`src/sv/psieve_pkg.sv`:
```
package psieve_pkg;

    localparam int NUM_CELLS_DEF  = 64;
    localparam int VALUE_BITS_DEF = 16;
    localparam int PORT_BITS      = 16;

    localparam logic OP_TEST  = 1'b0;
    localparam logic OP_CLEAR = 1'b1;

    typedef enum logic [1:0] {
        ST_IDLE,
        ST_FEED,
        ST_DRAIN,
        ST_EMIT
    } state_t;

    typedef struct packed {
        logic valid;
        logic first;
        logic last;
        logic dbit;
        logic hit;
    } tok_t;

endpackage

```
`src/sv/psieve_cell.sv`:
```
module psieve_cell #(
    parameter int VALUE_BITS = psieve_pkg::VALUE_BITS_DEF
) (
    input  logic                  clk,
    input  logic                  rst_n,
    input  psieve_pkg::tok_t      tok_in,
    output psieve_pkg::tok_t      tok_out,
    input  logic                  active,
    input  logic                  wr_en,
    input  logic [VALUE_BITS-1:0] wr_data
);

    logic [VALUE_BITS-1:0] prime_reg;
    logic [VALUE_BITS-1:0] res_reg;
    logic [VALUE_BITS-1:0] res_next;
    logic [VALUE_BITS-1:0] res_base;
    logic [VALUE_BITS:0]   shifted;
    logic [VALUE_BITS:0]   divisor;
    logic [VALUE_BITS:0]   reduced;
    psieve_pkg::tok_t      tok_reg;
    psieve_pkg::tok_t      tok_next;

    always_comb
    begin
        res_base = tok_in.first ? '0 : res_reg;
        shifted  = {res_base, tok_in.dbit};
        divisor  = {1'b0, prime_reg};
        reduced  = (shifted >= divisor) ? (shifted - divisor) : shifted;
        res_next = reduced[VALUE_BITS-1:0];
        tok_next = tok_in;
        tok_next.hit = tok_in.hit
                       | (tok_in.valid & tok_in.last & active & (res_next == '0));
    end

    always_ff @(posedge clk)
    begin
        if (wr_en)
        begin
            prime_reg <= wr_data;
        end
        if (tok_in.valid)
        begin
            res_reg <= res_next;
        end
    end

    always_ff @(posedge clk or negedge rst_n)
    begin
        if (!rst_n)
        begin
            tok_reg <= '0;
        end
        else
        begin
            tok_reg <= tok_next;
        end
    end

    assign tok_out = tok_reg;

endmodule

```
`config.mk`:
```
export PLATFORM = sky130hd
export DESIGN_NAME = psieve_cell
export DESIGN_NICKNAME = d
export VERILOG_FILES = /design/src/sv/psieve_pkg.sv /design/src/sv/psieve_cell.sv
export SDC_FILE = /design/constraint.sdc
export NUM_CORES = 1
export LEC_CHECK = 0
export BUFFER_PORTS_ARGS = -buffer_cell sky130_fd_sc_hd__buf_2
export CAP_MARGIN = 20
export CELL_PAD_IN_SITES_DETAIL_PLACEMENT = 0
export CELL_PAD_IN_SITES_GLOBAL_PLACEMENT = 1
export CORE_MARGIN = 3
export CORE_UTILIZATION = 46
export DETAILED_ROUTE_END_ITERATION = 10
export GPL_TIMING_DRIVEN = 0
export PLACE_DENSITY = 0.81
export SYNTH_ARGS = -nofsm -noshare
export SYNTH_HDL_FRONTEND = slang
export SYNTH_SLANG_ARGS = --single-unit
```
`constraint.sdc`:
```
create_clock -name clk -period 3.45 [get_ports clk]
set_clock_uncertainty 0.15 [all_clocks]
set_input_delay 0.5175 -clock clk [delete_from_list [all_inputs] [get_ports clk]]
set_output_delay 0.5175 -clock clk [all_outputs]
set_load 0.1 [all_outputs]
```
== Word level (Yosys, flattened, before mapping) ==
Index checks and enable logic that the tools add are counted.

* Bits in registers: 37
* Bits of input ports: 25
* Output and inout bits: 5
* Logic and storage cells: 16

* Add/subtract/negate cells: 1
* Magnitude comparators: 1
* Multiplexer cells: 2
* Bitwise operators: 4
* Reductions and logical operators: 1

{| class="wikitable"
|+ Operators by type and width
! kind !! number
|-
| 16-bit 2-to-1 mux || 2
|-
| 17-bit by 16-bit >= comparator with 1-bit output || 1
|-
| 16-bit logical NOT || 1
|-
| 16-bit subtractor || 1
|-
| 1-bit AND || 3
|-
| 1-bit OR || 1
|}

== Longest topological paths before layout ==
* Word-level depth: 6
* Mapped depth: 12
* Gate-level depth less buffers: 11

== Worst setup path after synthesis ==
Ideal clock, no wire load.

* Kind: input to register
* Start point: in tok_in[3] in the netlist's numbering
* End point: reg res_reg[12] (data pin)
* Library setup time: 260 ps
* Arrival time: 2,843 ps
* Required time: 3,040 ps
* Setup slack: 197 ps
* Cell stages on the path: 11
* Path buffers: 3
* Cell sequence: clkbuf_1 nor2b_1 ha_1 and4_1 and3_1 a21o_1 a41oi_1 nor2b_1 buf_6 buf_2 mux2_2

* Cells in the longest elaborated chain, start to end: 3
* Elaborated cells on any way between the ends: 4
* Those cells by class: add/sub (1); order compare (1); mux (2)

{| class="wikitable"
|+ RTL lines
! what !! RTL line !! source
|-
| from (decl) || psieve_cell.sv:6 || <nowiki>input psieve_pkg::tok_t tok_in,</nowiki>
|-
| 16-bit 2-to-1 mux * || psieve_cell.sv:25 || <nowiki>res_base = tok_in.first ? '0 : res_reg;</nowiki>
|-
| 16-bit subtractor or 17-bit by 16-bit >= comparator with 1-bit output (tied branches) || psieve_cell.sv:28 || <nowiki>reduced = (shifted >= divisor) ? (shifted - divisor) : shifted;</nowiki>
|-
| 16-bit 2-to-1 mux * || psieve_cell.sv:28 ||
|-
| named net reduced[12] || psieve_cell.sv:19 || <nowiki>logic [VALUE_BITS:0] reduced;</nowiki>
|-
| to (signal assigned) || psieve_cell.sv:43 || <nowiki>res_reg <= res_next;</nowiki>
|-
| to (decl) || psieve_cell.sv:14 || <nowiki>logic [VALUE_BITS-1:0] res_reg;</nowiki>
|}

Mark *: on every way through the listed nets, which the timed path passes. The rest lies on a longest branch.
A chain may end at the register's enable or synchronous reset.

== Worst setup path after layout ==
* Start point: in tok_in[3] in the netlist's numbering
* End point: reg res_reg[14] (data pin)

Same word-level chain as after synthesis.

==> run_results.csv <==
group,metric,value,unit
floorplan,dieWidth,77.8,um
placement,gp_congestion,0.804,
synth,syn_avg_cell_area,10.6,sq um
status,status,"complete, no violations",
synth,yosysTopAreaCell,"edfxtp_1",
power,seqPwrFrac,0.428,
synth,synthFlopType,"edfxtp_1",
cells_and_area,design_area,2700,sq um
placement,portBuffers,29,
synth,mappedNetlistNets,265,
floorplan,core-area,4850,sq um
power,p_leak,1.20,nW
timing,slew_headroom,0.679,
synth,synth_edf_count,32,
setup_path,cp-end-kind,"register",
route,via_count,1684,
power,pwr-share-clk,0.216,
floorplan,dieArea,6060,sq um
cts,tritoncts,"yes",
power,power.switching,448,uW
cells_and_area,postLayoutCoreUtil,0.557,
timing,fin_crit,3.28,ns
cells_and_area,diodes,0,
timing,finalWorstSetupSlack,0.174,ns
setup_path,critPathLaunchType,"primary input",
route,antenna_left,0,
global_routing,grt_max_degree,19,
cts,cts_root_buffer,"clkbuf_8",
placement,pre_cts_slack,-0.445,ns
synth,yosysSeqAreaShare,0.458,
route,drtIter0Drc,136,
cts,cts.clk_slew.worst_paths,0.08,ns
cells_and_area,fin_cells,327,
synth,yosysUniqueCellTypes,48,
timing,hold_viol_final,0,
timing,rsz0062_at_grt,"no",
global_routing,grt_pass1_wl,7840,um
floorplan,initial_core_util,0.490,
worst_hold_path,hold_class,"primary input to register",
setup_path,required,3.36,ns
cells_and_area,area_growth,13.8,%
power,switching_share,0.333,
global_routing,grt_util_met2,0.239,
cts,clock_latency,0.30,ns
cts,post_cts_buffers,0,
synth,synth-async-reset-ratio,0.135,
placement,placed_cells,319,
synth,synth_top_cell_area_share,0.405,
job,cap_violations,0,
timing,max_clock_freq,305,MHz
timing,fin_crit_sh,0.950,
setup_path,path_max_fanout,17,
global_routing,grt_pass1_vias,1646,
floorplan,fp-row-count,25,
synth,syn-cell-area,2370,sq um
synth,ys_ff_latch,37,
global_routing,grt.met1_usage,0.246,
floorplan,io_pins,30,
timing,setup_violations,0,
placement,dpl_cell_area,2600,sq um
synth,synthCells,223,
cells_and_area,drive_gt1_frac,0.223,
route,vias_per_cell,5.15,
floorplan,dieHeight,77.8,um
global_routing,overflow,0,
route,drtPass1Iterations,4,
power,combPwrFrac,0.356,
synth,synth_area_leaders,"edfxtp_1, ha_1, dfrtp_1, nor2b_1, inv_1",
route,post_drt_wl_per_cell,14.1,um
power,intPower,898,uW
route,drc,0,
cts,cts.path.max_buffers,2,
power,power_density,498,nW/um^2
placement,hpwlAfterDp,3690,um
global_routing,top_usage_layer,"met1",
synth,ys_warn_count,0,
cells_and_area,nNetsFinal,301,
route,drt_wl_total,4600,um
cts,cts_made_buffers,5,
setup_path,critPathKind,"primary input to register",
cts,cts.sinks,37,
cts,htreeDepth,2,
global_routing,grt_usage,0.167,
setup_path,worstPathArrival,3.18,ns
power,ir_worst_vdd,0.309,mV
timing,tightest_slew,0.485,ns
global_routing,use_met3,0.0348,
global_routing,antenna_found_initial,0,
timing,slew_viol_final,0,
-- power by group through the flow --
stage / clock, mW / combinational (mW) / sequential [mW]
finish: 0.291 / 0.478 / 0.576
global route: 0.312 / 0.535 / 0.582
CTS: 0.299 / 0.475 / 0.577
detailed placement: 0 / 0.473 / 0.585
global placement: 0 / 0.473 / 0.582
floorplan: 0 / 0.343 / 0.602
-- Yosys cell counts, types with 4 or more instances --
cell type	number
a21oi_1	9
mux2_2	6
ha_1	16
inv_1	23
xor2_1	4
nor3_1	6
a21o_1	6
o21ai_0	14
nor2b_1	18
dfrtp_1	5
xnor2_1	6
edfxtp_1	32
nand2_1	19
nor2_1	5
-- per-layer routing --
layer | up-vias | wire [um]
met2 | 46 | 1960
met4 | 0 | 76
met5 | - | 0
li1 | 890 | -
met1 | 742 | 2350
met3 | 6 | 222
-- placed cells by master (no fill, tap or decap), types with 3 or more instances in the layout --
cell type  instances
nor2b_1           14
inv_1             23
o21ai_0           14
ha_1              16
o41ai_2            3
edfxtp_1          32
nand4_1            3
dfrtp_1            5
nor2_1             5
mux2_2             6
clkbuf_8           5
xnor2_1            6
nand2_1           19
xor2_1             4
a21o_1             6
buf_2             31
nor2b_2            4
a21oi_1            9
nor3_1             6
nand3_1            3
-- repair_timing --
item,in CTS,in global routing
hold endpoints to repair,5,0
gates resized for setup,0,4
hold buffers,1,0
endpoints found under the setup margin,6,4
pin swaps,0,0
-- per-stage QoR --
| step | TNS (ns) | hold WS (ns) | total power [mW] |
|---|---|---|---|
| floorplan | 0 | 0.0719 | 0.945 |
| global placement | -4.93 | 0.182 | 1.06 |
| detailed placement | -4.82 | 0.188 | 1.06 |
| CTS | 0 | 0.185 | 1.35 |
| global route | 0 | 0.190 | 1.43 |
| finish | 0 | 0.187 | 1.35 |
-- worst paths after layout --
check	cells past startpoint	to	slack [ns]	from
hold reg to reg	2	res_reg[0]	0.61	prime_reg[0]
max in group asynchronous	2	tok_out[2]	2.62	rst_n
setup / recovery	12	res_reg[14]	0.17	tok_in[3]
hold / removal	1	tok_out[2]	0.19	tok_in[2]
min in group asynchronous	2	tok_out[4]	0.40	rst_n
setup reg to reg	11	res_reg[14]	0.27	res_reg[5]
-- cells by family (layout without fill, tap and decap cells) --
logic type      after synthesis  count (layout)  synth area share
simple gates                 68              68             0.153
compound gates               55              55             0.174
flops                        37              37             0.458
buf+inv                      28              65            0.0485
fa+ha+maj                    17              17            0.0928
xor+xnor                     10              10            0.0369
mux                           8               8            0.0369
-- area by class of cell --
type | count | area (sq um)
Fill cell | 425 | 2150
Timing Repair Buffer | 30 | 155
Tap cell | 67 | 83.8
Multi-Input combinational cell | 158 | 1180
Sequential cell | 37 | 1090
Buffer | 4 | 25.0
Inverter | 23 | 86.3
Clock inverter | 2 | 10.0
Clock buffer | 6 | 72.6
-- worst max-delay path, cell delays in order --
cell and delay [ns]:
buf_2 0.21, nor2b_2 0.23, ha_1 0.25, buf_2 0.17, and4_1 0.22, and3_1 0.22, a21o_1 0.17, a41oi_1 0.26
nor2b_1 0.20, buf_6 0.16, buf_2 0.22, mux2_2 0.35
(Power assumes the default switching activity.)
